--- src/design/rcb_pkg.sv ---
// Shared types, constants and codes for the read coverage binning block.
// Used by every module of the block but rcb_ram; no dependencies.
package rcb_pkg;

    localparam int NUM_BINS  = 65536;
    localparam int NEAR_EDGE = 20;
    localparam int ADDR_W    = $clog2(NUM_BINS);

    localparam int DIV_W     = 32;
    localparam int DVS_W     = 16;
    localparam int DCNT_W    = $clog2(DIV_W);

    localparam int QDEPTH    = 2;
    localparam int QPTR_W    = $clog2(QDEPTH);
    localparam int QCNT_W    = $clog2(QDEPTH + 1);

    localparam int CFG_AW    = 4;

    localparam logic       OP_ACCUM   = 1'b0;
    localparam logic       OP_READOUT = 1'b1;

    localparam logic [2:0] ST_LOW_QUAL     = 3'd1;
    localparam logic [2:0] ST_UNMAPPED     = 3'd2;
    localparam logic [2:0] ST_WRONG_DIST   = 3'd3;
    localparam logic [2:0] ST_WRONG_ORIENT = 3'd4;

    localparam logic [1:0] REG_BIN_SIZE = 2'd0;
    localparam logic [1:0] REG_MIN_QUAL = 2'd1;
    localparam logic [1:0] REG_SPAN_EN  = 2'd2;

    localparam logic [15:0] BIN_SIZE_RST = 16'd500;
    localparam logic [7:0]  MIN_QUAL_RST = 8'd10;

    typedef struct packed {
        logic               opcode;
        logic [2:0]         read_status;
        logic [15:0]        contig_base;
        logic [16:0]        contig_bins;
        logic [30:0]        position;
        logic [15:0]        read_length;
        logic [7:0]         map_quality;
        logic signed [31:0] insert_size;
        logic               has_split_tag;
        logic [15:0]        bin_index;
    } t_in_item;

    typedef struct packed {
        logic [31:0] base_sum;
        logic [31:0] quality_sum;
        logic [31:0] read_count;
        logic [31:0] span_pairs;
        logic [31:0] span_reads;
    } t_out_item;

    typedef struct packed {
        logic        is_readout;
        logic [15:0] bin_index;
        logic [15:0] cbase;
        logic [16:0] cbins;
        logic [31:0] e;
        logic [15:0] take0;
        logic [15:0] len;
        logic [7:0]  mq;
        logic [31:0] span_start;
        logic [16:0] pair_cnt;
        logic [16:0] rs_cnt;
    } t_cmd;

endpackage

--- src/design/rcb_div.sv ---
// Radix-2 restoring divider, one quotient bit per cycle.
// Depends on rcb_pkg.
module rcb_div (
    input  logic                      i_clk,
    input  logic                      i_rst_n,
    input  logic                      i_start,
    input  logic [rcb_pkg::DIV_W-1:0] i_dividend,
    input  logic [rcb_pkg::DVS_W-1:0] i_divisor,
    output logic                      o_done,
    output logic [rcb_pkg::DIV_W-1:0] o_quot,
    output logic [rcb_pkg::DVS_W-1:0] o_rem
);

    logic                       r_busy;
    logic                       r_done;
    logic [rcb_pkg::DCNT_W-1:0] r_cnt;
    logic [rcb_pkg::DIV_W-1:0]  r_quot;
    logic [rcb_pkg::DVS_W-1:0]  r_rem;
    logic [rcb_pkg::DVS_W-1:0]  r_div;

    logic [rcb_pkg::DVS_W:0]    w_trial;
    logic [rcb_pkg::DVS_W:0]    w_sub;
    logic                       w_ge;
    logic [rcb_pkg::DVS_W-1:0]  w_newrem;

    assign w_trial  = {r_rem, r_quot[rcb_pkg::DIV_W-1]};
    assign w_ge     = (w_trial >= {1'b0, r_div});
    assign w_sub    = w_trial - {1'b0, r_div};
    assign w_newrem = w_ge ? w_sub[rcb_pkg::DVS_W-1:0] : w_trial[rcb_pkg::DVS_W-1:0];

    always_ff @(posedge i_clk) begin
        if (!i_rst_n) begin
            r_busy <= 1'b0;
            r_done <= 1'b0;
            r_cnt  <= '0;
        end else begin
            r_done <= 1'b0;
            if (i_start) begin
                r_busy <= 1'b1;
                r_cnt  <= '0;
                r_quot <= i_dividend;
                r_rem  <= '0;
                r_div  <= i_divisor;
            end else if (r_busy) begin
                // shift next dividend bit into the remainder, quotient bit into r_quot
                r_quot <= {r_quot[rcb_pkg::DIV_W-2:0], w_ge};
                r_rem  <= w_newrem;
                r_cnt  <= r_cnt + 1'b1;
                if (r_cnt == rcb_pkg::DCNT_W'(rcb_pkg::DIV_W - 1)) begin
                    r_busy <= 1'b0;
                    r_done <= 1'b1;
                end
            end
        end
    end

    assign o_done = r_done;
    assign o_quot = r_quot;
    assign o_rem  = r_rem;

endmodule

--- src/design/rcb_front.sv ---
// Front end: accepts items, finds the first bin and the span counts,
// and pushes one command per item that needs work. Depends on rcb_pkg, rcb_div.
module rcb_front (
    input  logic              i_clk,
    input  logic              i_rst_n,
    input  logic              i_in_valid,
    output logic              o_in_ready,
    input  rcb_pkg::t_in_item i_in_data,
    input  logic [15:0]       i_bs,
    input  logic [7:0]        i_min_q,
    input  logic              i_span_en,
    input  logic              i_clear_busy,
    output logic              o_push,
    output rcb_pkg::t_cmd     o_cmd,
    input  logic              i_q_full
);

    typedef enum logic [6:0] {
        F_IDLE  = 7'b0000001,
        F_DPOS  = 7'b0000010,
        F_PREP  = 7'b0000100,
        F_DPAIR = 7'b0001000,
        F_RPREP = 7'b0010000,
        F_DREAD = 7'b0100000,
        F_PUSH  = 7'b1000000
    } t_fstate;

    t_fstate           r_state, n_state;
    rcb_pkg::t_in_item r_item, n_item;
    logic [31:0]       r_e, n_e;
    logic [15:0]       r_off, n_off;
    logic              r_near, n_near;
    logic [31:0]       r_start, n_start;
    logic [16:0]       r_pair_cnt, n_pair_cnt;
    logic [16:0]       r_rs_cnt, n_rs_cnt;

    logic              w_div_start;
    logic [31:0]       w_div_dvd;
    logic              w_div_done;
    logic [31:0]       w_quot;
    logic [15:0]       w_rem;

    logic              w_accept;
    logic              w_span_ok;
    logic [33:0]       w_n;
    logic              w_n_pos;
    logic [31:0]       w_pair_dvd;
    logic [18:0]       w_n2;
    logic              w_n2_pos;
    logic [31:0]       w_rs_dvd;
    logic [15:0]       w_room;

    function automatic logic [16:0] clamp_cnt(input logic [31:0] c, input logic [31:0] s,
                                              input logic [16:0] nb);
        logic [32:0] lim;
        lim = {16'b0, nb} - {1'b0, s};
        if ({1'b0, s} >= {16'b0, nb}) begin
            return 17'd0;
        end else if ({1'b0, c} < lim) begin
            return c[16:0];
        end else begin
            return lim[16:0];
        end
    endfunction

    rcb_div u_div (
        .i_clk      (i_clk),
        .i_rst_n    (i_rst_n),
        .i_start    (w_div_start),
        .i_dividend (w_div_dvd),
        .i_divisor  (i_bs),
        .o_done     (w_div_done),
        .o_quot     (w_quot),
        .o_rem      (w_rem)
    );

    assign o_in_ready = (r_state == F_IDLE) && !i_clear_busy;
    assign w_accept   = i_in_valid && o_in_ready;

    assign w_span_ok = (r_item.read_status != rcb_pkg::ST_WRONG_DIST) &&
                       (r_item.read_status != rcb_pkg::ST_WRONG_ORIENT) &&
                       i_span_en && (r_item.map_quality > i_min_q);

    // insert - bin_size + offset, two's complement
    assign w_n = {{2{r_item.insert_size[31]}}, r_item.insert_size}
               - {18'b0, i_bs} + {18'b0, r_off};
    assign w_n_pos    = !w_n[33] && (w_n != '0);
    assign w_pair_dvd = w_n[31:0] + {16'b0, i_bs} - 32'd1;

    assign w_n2 = {3'b0, r_item.read_length} - {3'b0, i_bs} + {3'b0, r_off}
                - (r_near ? {3'b0, i_bs} : 19'd0);
    assign w_n2_pos = !w_n2[18] && (w_n2 != '0);
    assign w_rs_dvd = {13'b0, w_n2} + {16'b0, i_bs} - 32'd1;

    assign w_room = i_bs - r_off;

    always_comb begin
        n_state     = r_state;
        n_item      = r_item;
        n_e         = r_e;
        n_off       = r_off;
        n_near      = r_near;
        n_start     = r_start;
        n_pair_cnt  = r_pair_cnt;
        n_rs_cnt    = r_rs_cnt;
        w_div_start = 1'b0;
        w_div_dvd   = '0;
        o_push      = 1'b0;
        case (r_state)
            F_IDLE: begin
                if (w_accept) begin
                    n_item = i_in_data;
                    if (i_in_data.opcode == rcb_pkg::OP_READOUT) begin
                        n_state = F_PUSH;
                    end else if ((i_in_data.read_status == rcb_pkg::ST_LOW_QUAL) ||
                                 (i_in_data.read_status == rcb_pkg::ST_UNMAPPED)) begin
                        n_state = F_IDLE;  // drop the item
                    end else begin
                        w_div_start = 1'b1;
                        w_div_dvd   = {1'b0, i_in_data.position};
                        n_state     = F_DPOS;
                    end
                end
            end
            F_DPOS: begin
                if (w_div_done) begin
                    n_e     = w_quot;
                    n_off   = w_rem;
                    n_near  = (w_rem < 16'(rcb_pkg::NEAR_EDGE));
                    n_state = F_PREP;
                end
            end
            F_PREP: begin
                n_start = r_near ? (r_e + 32'd1) : r_e;
                if (w_span_ok && w_n_pos) begin
                    w_div_start = 1'b1;
                    w_div_dvd   = w_pair_dvd;
                    n_state     = F_DPAIR;
                end else begin
                    n_pair_cnt = '0;
                    n_state    = F_RPREP;
                end
            end
            F_DPAIR: begin
                if (w_div_done) begin
                    n_pair_cnt = clamp_cnt(w_quot - {31'b0, r_near}, r_start,
                                           r_item.contig_bins);
                    n_state    = F_RPREP;
                end
            end
            F_RPREP: begin
                if (w_span_ok && !r_item.has_split_tag && w_n2_pos) begin
                    w_div_start = 1'b1;
                    w_div_dvd   = w_rs_dvd;
                    n_state     = F_DREAD;
                end else begin
                    n_rs_cnt = '0;
                    n_state  = F_PUSH;
                end
            end
            F_DREAD: begin
                if (w_div_done) begin
                    n_rs_cnt = clamp_cnt(w_quot, r_start, r_item.contig_bins);
                    n_state  = F_PUSH;
                end
            end
            F_PUSH: begin
                if (!i_q_full) begin
                    o_push  = 1'b1;
                    n_state = F_IDLE;
                end
            end
            default: begin
                n_state = F_IDLE;
            end
        endcase
    end

    always_comb begin
        o_cmd.is_readout = (r_item.opcode == rcb_pkg::OP_READOUT);
        o_cmd.bin_index  = r_item.bin_index;
        o_cmd.cbase      = r_item.contig_base;
        o_cmd.cbins      = r_item.contig_bins;
        o_cmd.e          = r_e;
        o_cmd.take0      = (r_item.read_length < w_room) ? r_item.read_length : w_room;
        o_cmd.len        = r_item.read_length;
        o_cmd.mq         = r_item.map_quality;
        o_cmd.span_start = r_start;
        o_cmd.pair_cnt   = r_pair_cnt;
        o_cmd.rs_cnt     = r_rs_cnt;
    end

    always_ff @(posedge i_clk) begin
        if (!i_rst_n) begin
            r_state <= F_IDLE;
        end else begin
            r_state <= n_state;
        end
        r_item     <= n_item;
        r_e        <= n_e;
        r_off      <= n_off;
        r_near     <= n_near;
        r_start    <= n_start;
        r_pair_cnt <= n_pair_cnt;
        r_rs_cnt   <= n_rs_cnt;
    end

endmodule

--- config.mk ---
export PLATFORM = sky130hd
export DESIGN_NAME = rcb_front
export DESIGN_NICKNAME = d
export VERILOG_FILES = /design/src/design/rcb_pkg.sv /design/src/design/rcb_div.sv /design/src/design/rcb_front.sv
export SDC_FILE = /design/constraint.sdc
export NUM_CORES = 1
export LEC_CHECK = 0
export BUFFER_PORTS_ARGS = -buffer_cell sky130_fd_sc_hd__buf_2
export CORE_ASPECT_RATIO = 0.8
export CORE_MARGIN = 4
export CORE_UTILIZATION = 64
export DETAILED_ROUTE_END_ITERATION = 6
export PLACE_DENSITY = 0.95
export REMOVE_ABC_BUFFERS = 1
export SYNTH_ARGS = -nofsm -noshare
export SYNTH_HDL_FRONTEND = slang
export SYNTH_SLANG_ARGS = --single-unit
--- constraint.sdc ---
create_clock -name i_clk -period 23.4 [get_ports i_clk]
set_input_delay 1.17 -clock i_clk [delete_from_list [all_inputs] [get_ports i_clk]]
set_output_delay 1.17 -clock i_clk [all_outputs]
set_load 0.03 [all_outputs]
==> impl_metrics.toml <==
[drt]
total_iterations_of_the_first_detailed_routing_run = 6
highest_layer = "met5"
via_density_per_instance = 6.21
wirelength_met1_um = 27900
vias_after_detailed_routing = 20700
detail_route.wl_per_cell_um = 20.8
met2RoutedLength_um = 32000
drt-initial-drc-count = 2217
ant_nets = 0
routed_wirelength_um = 69300
drc = 0
route.met3.wl_um = 7020

[worst_setup_path]
path_max_fanout = 48
crit_top_cell = "o21ai_0"
max_stage_delay_ns = 0.95
worstSetupEndpointType = "register"
reg2reg_from = "o_cmd[75]"
worstSetupPathType = "primary input to register"
startpoint_type = "primary input"
regToRegSetupSlack_ns = 14.88
worst_ep_required_time_ns = 23.62
worst-r2r-cell-count = 31
r2r-end = "u_div.o_quot[6]"
cp_data_arrival_time_ns = 9.14
worst_path_max_delay_cell = "o21a_2"

[final_layout]
post-route-util_pct = 72.7
area_delta_synth_final_pct = 11.1
post_route_cells_drive_above_1_share_pct = 15.5
layout.cells.non_filler = 3338
layout.filler_cells = 2549
top_library_cells_by_usage_in_the_layout_fill_and_taps_aside = "buf_2 (360), inv_1 (333), ha_1 (296)"
mostFrequentLayoutCell = "buf_2"
num-nets-final = 3331

[floorplan]
floorplan.initialDensity_pct = 65.4
io_pins = 361
die-height_um = 183
core_area_mm2 = 0.0374
die_area_mm2 = 0.0415
placement_rows = 63
dieWidth_um = 227

[placement]
place.port_buffers = 360
dp_worst_setup_slack_ns = 14.05
place.gp.congestion = 1.01
detailed_place_hpwl_um = 55000
dpl.cell_count = 3280

[yosys]
ys_top_cells_by_area = "edfxtp_1 (35%), ha_1 (15%), inv_1 (5.1%), xnor2_1 (3.9%), xor2_1 (3.2%)"
syn-instance-count = 2537
synthesis.area_per_instance_um2 = 9.66
synth_edf_count = 289
async_set_reset_flop_share_out_of_synthesis_pct = 0
synthDistinctLibCells = 80
synth.yosys.seq_area_share_pct = 36.6
yosys_warnings = 0
synthDominantCellAreaShare_pct = 35.4
netlist.top_cell.by_area = "edfxtp_1"
syn_area_mm2 = 0.0245
ys_seq_elements = 303
synthFlopType = "edfxtp_1"

[power_and_ir_drop]
seqPwrFrac_pct = 22.8
worst_ir_drop_vdd_v = 0.0000989
powerDensity_mw_per_mm2 = 109
comb_power_share_pct = 60.9
p_switching_uw = 1360
pleak_uw = 0.0125
sw_frac_of_total_pct = 45.5
p_int_uw = 1620
p_clk_share_pct = 16.4
finalPower_uw = 2980

[run]
drv.max_cap_violation_count = 0

[clock_tree]
post_cts_resize_count = 0
cts_post_setup_buffers_inserted = 0
post_cts_hold_buffer_count = 0
cts-buffers-inserted = 31
cts_clk_pin_slew_worst_paths_ns = 0.06
cts-root-to-sink-buffers = 3
tritoncts = "yes"
cts_num_sinks = 303
clock_tree.htree_level_count = 1
clock_latency_ns = 0.61
cts-root-buf = "clkbuf_16"

[global_route]
grt_start_max_net_pins = 79
grt_pass1_vias = 20200
grt.overflow.total = 0
global_route_wire_length_before_repair_um = 107000
grt_antenna_before_repair = 1
gr-usage-all-layers_pct = 32.1

[timing]
clock_skew_ns = 0.0192
transition_time_at_the_pin_with_the_least_slew_margin_ns = 1.23
rsz_0062_raised_after_global_routing = "no"
final_hold_viol_count = 0
maxClockFrequency_mhz = 112
final_min_period_over_clock_period_pct = 38.1
final.setup.tns_ns = 0
setup_viol_count_final = 0
period_minus_slack_ns = 8.92
relSlewSlack_pct = 15.6
slew_viol_final = 0
setup_slack_ns = 14.48

[hold_path]
min_delay_path_depth = 2
hold_path_class = "register to register"
whs_endpoint = "u_div.r_cnt[4]"
hp-start = "u_div.r_cnt[4]"

[run_status]
run_status = "finished clean"
==> cell type report <==
type	count	area [um2]	area share, %
Inverter	334	1260	4.61
Tap cell	487	609	2.24
Timing Repair Buffer	367	1850	6.81
Multi-Input combinational cell	1789	13600	49.9
Antenna cell	1	2.50	0.00919
Clock buffer	41	813	2.99
Sequential cell	303	8960	32.9
Clock inverter	16	150	0.552
==> power by group through the flow <==
stage          sequential (uW)  clock [uW]  combinational, uW
2_1_floorplan              717           0               1290
3_3_place_gp               687           0               1700
3_5_place_dp               689           0               1750
4_1_cts                    678         494               1760
5_1_grt                    683         514               1980
6_report                   678         488               1810
==> critical path: cells and delay by family <==
family,cells,cell delay (ns)
buf+inv,4,0.71
xor+xnor,1,0.16
simple gates,12,2.25
compound gates,12,3.46
fa+ha+maj,4,1.37
==> sequential cells by signal, indices dropped and copies added (netlist names), 5 cells and up <==
| signal | flops |
|---|---|
| o_cmd | 74 |
| r_e | 32 |
| r_item | 36 |
| r_off | 16 |
| r_pair_cnt | 17 |
| r_rs_cnt | 17 |
| r_start | 32 |
| r_state | 7 |
| u_div.o_quot | 32 |
| u_div.o_rem | 16 |
| u_div.r_cnt | 5 |
| u_div.r_div | 16 |
==> logic make-up after synthesis <==
kind of cell | share of synthesized area, %
flip-flops | 36.6
adder cells (fa/ha/maj) | 18.2
AND/OR/NAND/NOR | 13.6
buffers and inverters | 8.05
AO/OA/AOI/OAI | 14.9
multiplexers | 1.53
XOR/XNOR | 7.12
==> synthesized netlist by cell type (all sizes together), types with 7 or more instances <==
| library cell | n |
|---|---|
| a21o | 78 |
| nand3 | 43 |
| o31a | 13 |
| nand2 | 142 |
| inv | 334 |
| o21a | 30 |
| nor4 | 24 |
| fa | 38 |
| a211oi | 19 |
| o211ai | 18 |
| a31oi | 16 |
| buf | 85 |
| xor2 | 89 |
| clkbuf | 26 |
| a211o | 12 |
| nor2 | 175 |
| a21boi | 11 |
| nor3 | 51 |
| mux2i | 34 |
| or4 | 7 |
| dfxtp | 14 |
| ha | 296 |
| o21bai | 27 |
| xnor2 | 110 |
| and3 | 19 |
| a22oi | 15 |
| nand4 | 44 |
| nor2b | 24 |
| a21oi | 145 |
| edfxtp | 289 |
| o21ai | 113 |
| or3 | 14 |
| and2 | 28 |
| o31ai | 10 |
| or2 | 13 |
| nand2b | 47 |
==> stage by stage <==
stage          hold slack, ns  instance area [um2]
2_1_floorplan           0.451                23800
3_3_place_gp            0.483                26300
3_5_place_dp            0.495                26300
4_1_cts                 0.510                27200
5_1_grt                 0.527                27200
6_report                0.514                27200
==> worst max path at each step <==
stage          depth (start not counted)                to  startpoint
6_report                              33   u_div.o_quot[6]     i_bs[1]
5_1_grt                               33   u_div.o_quot[6]     i_bs[1]
3_5_place_dp                          33    u_div.o_rem[0]     i_bs[1]
3_3_place_gp                          33    u_div.o_rem[1]     i_bs[1]
2_1_floorplan                         23     r_pair_cnt[0]     i_bs[1]
4_1_cts                               33  u_div.o_quot[29]     i_bs[1]
==> routing by layer <==
layer  global-route usage [%]  up-vias
met4                     10.1        2
met3                     5.31      186
met1                     44.2     9759
li1                         -     9538
met5                        0        -
met2                     52.4     1248
Power figures use the tool's default switching activity.
