**config.mk**
```make
export PLATFORM = sky130hd
export DESIGN_NAME = rcb_queue
export DESIGN_NICKNAME = d
export VERILOG_FILES = /design/src/design/rcb_pkg.sv /design/src/design/rcb_queue.sv
export SDC_FILE = /design/constraint.sdc
export NUM_CORES = 1
export LEC_CHECK = 0
export ABC_AREA = 1
export BUFFER_PORTS_ARGS = -buffer_cell sky130_fd_sc_hd__buf_2
export CAP_MARGIN = 20
export CELL_PAD_IN_SITES_DETAIL_PLACEMENT = 0
export CELL_PAD_IN_SITES_GLOBAL_PLACEMENT = 1
export CORE_MARGIN = 2
export CORE_UTILIZATION = 40
export CTS_CLUSTER_DIAMETER = 30
export CTS_CLUSTER_SIZE = 40
export DETAILED_ROUTE_END_ITERATION = 7
export PLACE_DENSITY_LB_ADDON = 0.1
export SKIP_CTS_REPAIR_TIMING = 1
export SYNTH_ARGS = -nofsm -noshare
export SYNTH_HDL_FRONTEND = slang
export SYNTH_SLANG_ARGS = --single-unit
```
**constraint.sdc**
```tcl
create_clock -name i_clk -period 10.9 [get_ports i_clk]
set_input_delay 2.18 -clock i_clk [delete_from_list [all_inputs] [get_ports i_clk]]
set_output_delay 2.18 -clock i_clk [all_outputs]
set_load 0.005 [all_outputs]
```
**src/design/rcb_pkg.sv**
```systemverilog
// Shared types, constants and codes for the read coverage binning block.
// Used by every module of the block but rcb_ram; no dependencies.
package rcb_pkg;

    localparam int NUM_BINS  = 65536;
    localparam int NEAR_EDGE = 20;
    localparam int ADDR_W    = $clog2(NUM_BINS);

    localparam int DIV_W     = 32;
    localparam int DVS_W     = 16;
    localparam int DCNT_W    = $clog2(DIV_W);

    localparam int QDEPTH    = 2;
    localparam int QPTR_W    = $clog2(QDEPTH);
    localparam int QCNT_W    = $clog2(QDEPTH + 1);

    localparam int CFG_AW    = 4;

    localparam logic       OP_ACCUM   = 1'b0;
    localparam logic       OP_READOUT = 1'b1;

    localparam logic [2:0] ST_LOW_QUAL     = 3'd1;
    localparam logic [2:0] ST_UNMAPPED     = 3'd2;
    localparam logic [2:0] ST_WRONG_DIST   = 3'd3;
    localparam logic [2:0] ST_WRONG_ORIENT = 3'd4;

    localparam logic [1:0] REG_BIN_SIZE = 2'd0;
    localparam logic [1:0] REG_MIN_QUAL = 2'd1;
    localparam logic [1:0] REG_SPAN_EN  = 2'd2;

    localparam logic [15:0] BIN_SIZE_RST = 16'd500;
    localparam logic [7:0]  MIN_QUAL_RST = 8'd10;

    typedef struct packed {
        logic               opcode;
        logic [2:0]         read_status;
        logic [15:0]        contig_base;
        logic [16:0]        contig_bins;
        logic [30:0]        position;
        logic [15:0]        read_length;
        logic [7:0]         map_quality;
        logic signed [31:0] insert_size;
        logic               has_split_tag;
        logic [15:0]        bin_index;
    } t_in_item;

    typedef struct packed {
        logic [31:0] base_sum;
        logic [31:0] quality_sum;
        logic [31:0] read_count;
        logic [31:0] span_pairs;
        logic [31:0] span_reads;
    } t_out_item;

    typedef struct packed {
        logic        is_readout;
        logic [15:0] bin_index;
        logic [15:0] cbase;
        logic [16:0] cbins;
        logic [31:0] e;
        logic [15:0] take0;
        logic [15:0] len;
        logic [7:0]  mq;
        logic [31:0] span_start;
        logic [16:0] pair_cnt;
        logic [16:0] rs_cnt;
    } t_cmd;

endpackage

```
**src/design/rcb_queue.sv**
```systemverilog
// Short command queue between front and back end.
// Depends on rcb_pkg.
module rcb_queue (
    input  logic          i_clk,
    input  logic          i_rst_n,
    input  logic          i_push,
    input  rcb_pkg::t_cmd i_data,
    output logic          o_full,
    input  logic          i_pop,
    output logic          o_valid,
    output rcb_pkg::t_cmd o_data
);

    rcb_pkg::t_cmd              r_mem [rcb_pkg::QDEPTH];
    logic [rcb_pkg::QPTR_W-1:0] r_wp;
    logic [rcb_pkg::QPTR_W-1:0] r_rp;
    logic [rcb_pkg::QCNT_W-1:0] r_cnt;

    logic w_push;
    logic w_pop;

    assign o_full  = (r_cnt == rcb_pkg::QCNT_W'(rcb_pkg::QDEPTH));
    assign o_valid = (r_cnt != '0);
    assign o_data  = r_mem[r_rp];
    assign w_push  = i_push && !o_full;
    assign w_pop   = i_pop && o_valid;

    always_ff @(posedge i_clk) begin
        if (!i_rst_n) begin
            r_wp  <= '0;
            r_rp  <= '0;
            r_cnt <= '0;
        end else begin
            if (w_push) begin
                r_wp <= (r_wp == rcb_pkg::QPTR_W'(rcb_pkg::QDEPTH - 1)) ? '0 : r_wp + 1'b1;
            end
            if (w_pop) begin
                r_rp <= (r_rp == rcb_pkg::QPTR_W'(rcb_pkg::QDEPTH - 1)) ? '0 : r_rp + 1'b1;
            end
            case ({w_push, w_pop})
                2'b10:   r_cnt <= r_cnt + 1'b1;
                2'b01:   r_cnt <= r_cnt - 1'b1;
                default: r_cnt <= r_cnt;
            endcase
        end
        if (w_push) begin
            r_mem[r_wp] <= i_data;
        end
    end

endmodule

```
==> results.toml, run 1 <==
[clock_tree]
cts.htree.levels = 3
cts-root-to-sink-buffers = 3
worstSkewPairLatency_ns = 0.57
tritoncts_clock_tree = "yes"
clk_pin_slew_ns = 0.04
cts-root-buf = "clkbuf_16"
cts-buffers-inserted = 84
clkSinkCount = 381

[global_route]
met3_usage_pct = 7.71
met2_usage_pct = 25.5
grt-ovfl-total = 0
grtUsageTotal_pct = 15.8
maximum_number_of_pins_on_one_net_before_global_route_repair = 151
grt_first_pass_wirelength_mm = 43.1
first_global_vias = 7508
grt.busiest_layer = "met2"
global_route.usage.met1_pct = 17.5
initial_antenna_violation_count = 13

[drt]
drc_marker_count_from_the_first_detailed_route_iteration = 425
first_pass_iters = 4
routed_wirelength_mm = 30.2
wl_per_cell_um = 18.8
number_of_vias_in_the_routed_layout = 7391
detail_route.vias_per_cell = 4.59
detail_route.drc_violations = 0
drtAntennaViolNets = 0

[sta]
fmax_ghz = 0.192
maxSlewViolCount = 0
skew_ns = 0.0165
unrepaired_setup_endpoints_after_global_routing = "false"
number_of_setup_violations_in_the_final_report = 0
tightest_slew_margin_relative_to_the_limit_pct = 7.26
final_period_minus_worst_setup_slack_ns = 5.20
max_slew.worst_pin.slew_ns = 1.39
fin_setup_tns_ns = 0
worst_slack_ns = 5.70
final-hold-violation-count = 0
min_period_over_period_pct = 47.7

[floorplan]
top_level_ports = 382
core.rowCount = 69
fp.dieArea_sq_um = 37100
floorplan.initialDensity_pct = 40.3
die_w_um = 193
core_region_area_sq_um = 35300
die_h_um = 193

[setup_path]
worstSetupStartpointType = "register"
end_kind = "output port"
timing.reg2reg.setup_slack_ns = 7.90
worstSetupPathType = "reg -> out"
critical_path_required_ns = 8.72
crit_fanout = 150
cp_data_arrival_time_ns = 3.02

[logic_synthesis]
synth.avg_cell_area_sq_um = 22.8
yosys.area.top_type_share_pct = 79.4
yosysTopAreaCell = "edfxtp_1"
post_synth_main_area_contributors = "edfxtp_1, mux2_4, mux2_2, buf_6, dfxtp_1"
syn-cell-area_sq_um = 14200
yosysUniqueCellTypes = 15
cell_count_after_synthesis = 623
synth_fp_nets = 816
yosys_warnings = 0
synth_seq_cells = 381
synth_sequential_area_ratio_pct = 80.1

[power_and_ir_drop]
power_density_nw_per_um2 = 262
totalPowerFinal_mw = 5.13
maximum_vdd_drop_uv = 165
power_leakage_nw = 7.65

[cells_and_area]
layout.cells.most_common = "buf_2"
final.fill_count = 2822
most_frequent_cells_in_the_layout = "buf_2, edfxtp_1, mux2_4"
final_cell_count_no_fill = 1610
seqCellArea_sq_um = 11400
drive_above_1_share_pct = 61.7
multi_input_comb_area_sq_um = 2620
area_growth_pct = 37.6
nets = 1268

[place]
placedCellCount = 1450
gp_congestion = 0.704
numPortBuffers = 381
hpwlAfterDp_mm = 19.1
pre_cts_ws_ns = 5.99

[hold_path]
worst_hold_path_type = "reg -> reg"

[status]
outcome = "complete, no violations"

[flow_run]
max_cap_violations = 0
path summary, 6_finish.rpt:
path	startpoint	cells past startpoint	endpoint
worst max-delay path	register	3	o_data[180]
worst min-delay path	r_rp	2	register
worst max register to register	r_cnt[0]	6	r_mem[0][36]
worst min register to register	r_rp	2	register
cell families after synthesis:
logic type,share of synthesized area (%)
AO/OA/AOI/OAI,0.123
multiplexers,17.5
AND/OR/NAND/NOR,0.607
flip-flops,80.1
adder cells (fa/ha/maj),0.0879
buffers and inverters,1.58
metal layers:
metal  up-vias  share of wire (%)
met5         -               0.34
met3        67                 10
li1       3433                  -
met2       294                 49
met4        14                2.6
met1      3583                 38
state kept, by name (all words and copies together) (netlist names), named ones only:
register  flops
r_mem       376
r_cnt         2
r_rp          1
r_wp          1
critical path, cell delays in order (launching register included):
cell and delay (ns):
dfxtp_4 0.74, buf_12 0.65, mux2_2 0.44, buf_2 0.13
cell usage after synthesis, drive strengths merged:
| library cell | n |
|---|---|
| buf | 21 |
| o21ai | 1 |
| mux2 | 188 |
| nor2 | 12 |
| nand3 | 1 |
| dfxtp | 5 |
| a21oi | 1 |
| nand2 | 8 |
| inv | 7 |
| ha | 1 |
| o21a | 1 |
| edfxtp | 376 |
| nand4 | 1 |
area by class of cell:
| type | instances | area share [%] |
|---|---|---|
| diodes | 6 | 0.0767 |
| inverters | 7 | 0.160 |
| clock buffers | 103 | 11.5 |
| clock inverters | 51 | 3.66 |
| repair buffers | 387 | 10.0 |
| well taps | 461 | 2.95 |
| multi-input cells | 214 | 13.4 |
| flip-flops and latches | 381 | 58.2 |
metrics by stage:
step                area (sq um)  util, %  hold slack [ns]
global placement           16600     47.0            0.481
finish                     19600     55.4            0.499
detailed placement         16600     47.0            0.478
global route               19600     55.4            0.536
floorplan                  14200        -            0.451
CTS                        19600     55.4            0.495
report_power, final:
group	internal (mW)	switching (mW)	leakage, nW
Combinational	0.349	0.320	2.67
Sequential	1.80	0.0466	3.56
Clock	1.86	0.749	1.43
Total	4.01	1.12	7.65
No activity file was read; power rests on OpenSTA's default activity.
==> run 2, diff against run 1 <==
==> constraint.sdc (replaced) <==
create_clock -name i_clk -period 4.5 [get_ports i_clk]
set_input_delay 0.9 -clock i_clk [delete_from_list [all_inputs] [get_ports i_clk]]
set_output_delay 0.9 -clock i_clk [all_outputs]
set_load 0.005 [all_outputs]
==> run 2 against run 1 <==
Hold slack lost 0.013 ns. Setup slack lost 4.5 ns. Sequential share of layout area increased by 0.81 points. First-iteration DRC count decreased by 8.2%. Count of clock-buffer cells in the layout down 7. Highest routed layer unchanged. Clock power up 110%. Die area stayed put. Critical endpoint is now o_data[40]. Non-clock buffer count rose by 4. Combinational power rose by 140%. Via count up 0.35%.
==> results.toml, run 2 (synthesis results as in run 1) <==
[clock_tree]
cts-buffers-inserted = 80
cts-root-buf = "clkbuf_16"
cts.htree.levels = 3
tritoncts_clock_tree = "yes"
clkSinkCount = 381
worstSkewPairLatency_ns = 0.57
clk_pin_slew_ns = 0.04
cts-root-to-sink-buffers = 3

[global_route]
maximum_number_of_pins_on_one_net_before_global_route_repair = 85
initial_antenna_violation_count = 16
grt-ovfl-total = 0
grtUsageTotal_pct = 15.7
grt_first_pass_wirelength_mm = 43.2
first_global_vias = 7660

[sta]
fmax_ghz = 0.303
finalHoldWorstSlack_ns = 0.487
tightest_slew_margin_relative_to_the_limit_pct = 51.8
skew_ns = 0.0126
max_slew.worst_pin.slew_ns = 0.721
maxSlewViolCount = 0
final-hold-violation-count = 0
min_period_over_period_pct = 73.4
final_period_minus_worst_setup_slack_ns = 3.30
number_of_setup_violations_in_the_final_report = 0
unrepaired_setup_endpoints_after_global_routing = "false"
fin_setup_tns_ns = 0

[cells_and_area]
most_frequent_cells_in_the_layout = "buf_2, edfxtp_1, mux2_4"
area_growth_pct = 35.7
nets = 1268
layout.cells.most_common = "buf_2"
drive_above_1_share_pct = 62.3
final.fill_count = 2873
largest_register_ff_count = 376
biggestRegsByFlops = "r_mem (376), r_cnt (2)"
regMostFlops = "r_mem"

[setup_path]
timing.critical_path.cells = "buf_4 > mux2_2 > buf_2"
critical_path.max_stage_delay_ns = 0.75
worstSetupPathType = "reg -> out"
crit_slowest_cell = "dfxtp_4"
end_kind = "output port"
cp_data_arrival_time_ns = 2.40
crit_fanout = 40
critical_path_required_ns = 3.60
worstSetupStartpointType = "register"

[place]
numPortBuffers = 381
gp_congestion = 0.733
hpwlAfterDp_mm = 19.3

[drt]
first_pass_iters = 5
wl_per_cell_um = 18.5
detail_route.drc_violations = 0
drtAntennaViolNets = 0
detail_route.vias_per_cell = 4.61
drc_marker_count_from_the_first_detailed_route_iteration = 390
number_of_vias_in_the_routed_layout = 7417
routed_wirelength_mm = 29.7

[floorplan]
die_w_um = 193
floorplan.initialDensity_pct = 40.3
die_h_um = 193
fp.dieArea_sq_um = 37100
top_level_ports = 382
core.rowCount = 69
core_region_area_sq_um = 35300

[power_and_ir_drop]
maximum_vdd_drop_uv = 363
power_leakage_nw = 7.54
power_density_nw_per_um2 = 600

[flow_run]
max_cap_violations = 0

[status]
outcome = "complete, no violations"

[hold_path]
worst_hold_path_type = "reg -> reg"
run 2: cell count changes in the layout (fill, tap and decap cells not counted), sizes merged:
cell    change
bufinv     -12
diode       +2
clkinv     +10
inv         +3
clkbuf      -7
buf         +4
run 2: worst paths after layout:
check	from	endpoint	slack, ns	cells after the start
max	register	o_data[40]	1.20	3
min	r_rp	register	0.49	2
max reg2reg	r_cnt[1]	r_mem[1][106]	2.15	6
min reg2reg	r_rp	register	0.49	2
run 2: final cells by class:
class,count,area [sq um],share of cell area (%)
antenna,8,20.0,0.104
clock buffer,96,2180,11.3
clock inverter,52,429,2.22
inverter,7,30.0,0.156
multi-input combinational,214,2620,13.6
sequential,381,11400,59.0
tap,461,577,2.99
timing repair buffer,391,2060,10.7
run 2: routing by layer:
layer / vias to the layer above / track usage, % / share of wire, %
li1: 3424 / - / -
met1: 3628 / 17.8 / 38
met2: 291 / 24.8 / 48
met3: 56 / 8.31 / 11
met4: 18 / 6.52 / 1.8
met5: - / 0 / 0.39
run 2: metrics by stage:
step                      area (sq um)  cells  setup slack, ns  power (mW)  utilization (%)
after floorplan                  14200    623            0.133        5.53                -
final                            19300   1610             1.20        11.6             54.7
after detailed placement         16700   1454             1.59        6.20             47.2
after global routing             19300   1605             1.05        12.1             54.6
after CTS                        19300   1602             1.12        11.8             54.6
after global placement           16700   1454             1.59        6.18             47.2
run 2: worst max-delay path: cells and delay by family (launching register included):
kind | cells | cell delay, ns
flops | 1 | 0.75
buf+inv | 2 | 0.67
mux | 1 | 0.39
run 2: power breakdown:
part	switching (mW)	total (mW)	internal [mW]
Combinational	0.774	1.62	0.851
Sequential	0.115	4.47	4.35
Clock	1.77	5.50	3.72
==> run 3, diff against run 2 <==
==> constraint.sdc (replaced) <==
create_clock -name i_clk -period 2.77 [get_ports i_clk]
set_input_delay 0.554 -clock i_clk [delete_from_list [all_inputs] [get_ports i_clk]]
set_output_delay 0.554 -clock i_clk [all_outputs]
set_load 0.005 [all_outputs]
==> run 3 against run 2 <==
Flip-flop and latch count did not move. Utilization rose by 0.90 points. Critical path depth rose by 1. Global-route usage barely moved. Total power rose by 68%. Clock skew rose by 0.0024 ns. Non-clock buffer count rose by 9. Count of clock-buffer cells in the layout fell by 6. First-iteration DRC count fell by 15%. Setup slack got worse by 0.99 ns. Critical path type unchanged. Die area did not move. Via count fell by 0.15%.
==> results.toml, run 3 (synthesis results as in run 1) <==
[setup_path]
critical_path_required_ns = 2.22
cp_data_arrival_time_ns = 2.01
crit_fanout = 24
timing.critical_path.cells = "buf_12 > buf_12 > mux2_2 > buf_2"
end_kind = "output port"
crit-reg2reg-launch = "r_cnt[0]"
timing.reg2reg.setup_slack_ns = 0.99
worstSetupStartpointType = "register"
path_common_cell = "buf_12"
crit_slowest_cell = "dfxtp_4"
critical_path.max_stage_delay_ns = 0.46
worstSetupPathType = "reg -> out"
path_delay_family = "buffers and inverters"
r2r_end = "r_mem[0][24]"
cp_num_buf_inv = 3
worstRegToRegCells = 6

[status]
outcome = "complete, no violations"

[floorplan]
core_region_area_sq_um = 35300
top_level_ports = 382
die_h_um = 193
fp.dieArea_sq_um = 37100
core.rowCount = 69
floorplan.initialDensity_pct = 40.3
die_w_um = 193

[hold_path]
worst_hold_path_type = "in -> reg"
hold_start = "i_data[50]"
min_delay_path_depth = 1
timing.hold.worst_endpoint = "r_mem[1][50]"

[sta]
maxSlewViolCount = 0
unrepaired_setup_endpoints_after_global_routing = "false"
min_period_over_period_pct = 92.7
final_period_minus_worst_setup_slack_ns = 2.57
tightest_slew_margin_relative_to_the_limit_pct = 67.7
max_slew.worst_pin.slew_ns = 0.485
skew_ns = 0.0150
number_of_setup_violations_in_the_final_report = 0
fmax_ghz = 0.390
worst_slack_ns = 0.203
final-hold-violation-count = 0

[clock_tree]
tritoncts_clock_tree = "yes"
cts.htree.levels = 3
cts-buffers-inserted = 83
worstSkewPairLatency_ns = 0.58
clk_pin_slew_ns = 0.05
cts-root-buf = "clkbuf_16"
cts-root-to-sink-buffers = 3
clkSinkCount = 381

[power_and_ir_drop]
power_density_nw_per_um2 = 995
power_leakage_nw = 7.64
share_comb_of_total_power_pct = 14.1
p_int_mw = 14.9
p_switching_mw = 4.59
maximum_vdd_drop_uv = 678
power.share.switching_pct = 23.5
power.share.clock_pct = 48.9
seq_power_share_pct = 37.0
totalPowerFinal_mw = 19.5

[global_route]
grt_first_pass_wirelength_mm = 43.2
maximum_number_of_pins_on_one_net_before_global_route_repair = 79
first_global_vias = 7617
initial_antenna_violation_count = 1
grtUsageTotal_pct = 15.7
grt-ovfl-total = 0

[cells_and_area]
drive_above_1_share_pct = 63.8
regMostFlops = "r_mem"
layout.cells.most_common = "buf_2"
area_growth_pct = 37.9
nets = 1280
most_frequent_cells_in_the_layout = "buf_2, edfxtp_1, mux2_4"
largest_register_ff_count = 376
biggestRegsByFlops = "r_mem (376), r_cnt (2)"

[place]
gp_congestion = 0.714
pre_cts_ws_ns = 0.750
hpwlAfterDp_mm = 19.7
numPortBuffers = 381

[flow_run]
max_cap_violations = 0

[drt]
drc_marker_count_from_the_first_detailed_route_iteration = 332
number_of_vias_in_the_routed_layout = 7406
detail_route.drc_violations = 0
first_pass_iters = 4
routed_wirelength_mm = 29.9
wl_per_cell_um = 18.5
drtAntennaViolNets = 0
detail_route.vias_per_cell = 4.57
[run 3: per-layer routing]
metal	GRT usage, %	vias to the layer above	share of wire (%)
li1	-	3453	-
met1	17.7	3638	38
met2	26.0	266	51
met3	6.20	49	8.7
met4	7.40	0	2.5
met5	0	-	0
[run 3: layout make-up]
cell class / instances / area, sq um
multi-input combinational: 214 / 2640
clock inverter: 65 / 672
tap: 461 / 577
antenna: 2 / 5.00
clock buffer: 90 / 2120
timing repair buffer: 400 / 2170
inverter: 7 / 37.5
sequential: 381 / 11400
fill: 2839 / 15700
[run 3: how the worst max path moves through the flow]
stage                        endpoint  slack, ns  depth (start not counted)
after global routing      o_data[185]       0.10                          4
after floorplan           r_mem[0][0]      -1.16                          4
after CTS                  o_data[28]       0.13                          4
after detailed placement   o_data[28]       0.75                          4
after global placement     o_data[28]       0.77                          4
final                      o_data[27]       0.20                          4
[run 3: stage by stage]
stage | area [sq um] | cells | TNS (ns) | hold slack (ns) | util, %
after floorplan | 14300 | 623 | -425.40 | 0.451 | -
after global placement | 16800 | 1463 | 0 | 0.472 | 47.6
after detailed placement | 16800 | 1463 | 0 | 0.482 | 47.6
after CTS | 19600 | 1618 | 0 | 0.122 | 55.6
after global routing | 19600 | 1618 | 0 | 0.132 | 55.6
final | 19600 | 1620 | 0 | 0.165 | 55.6
[run 3: power groups by stage]
stage          sequential (mW)  clock, mW  combinational [mW]
4_1_cts                   7.23       9.78                2.84
6_report                  7.22       9.55                2.75
2_1_floorplan             7.33          0                1.67
3_5_place_dp              7.33          0                2.83
3_3_place_gp              7.30          0                2.83
5_1_grt                   7.28       10.1                3.00
[run 3: worst reg2reg max path: stages, from the launching register on]
cell     delay (ns)
dfxtp_1        0.43
nor2_4         0.08
nor2_4         0.14
inv_2          0.06
nor2_4         0.13
buf_4          0.15
buf_4          0.40
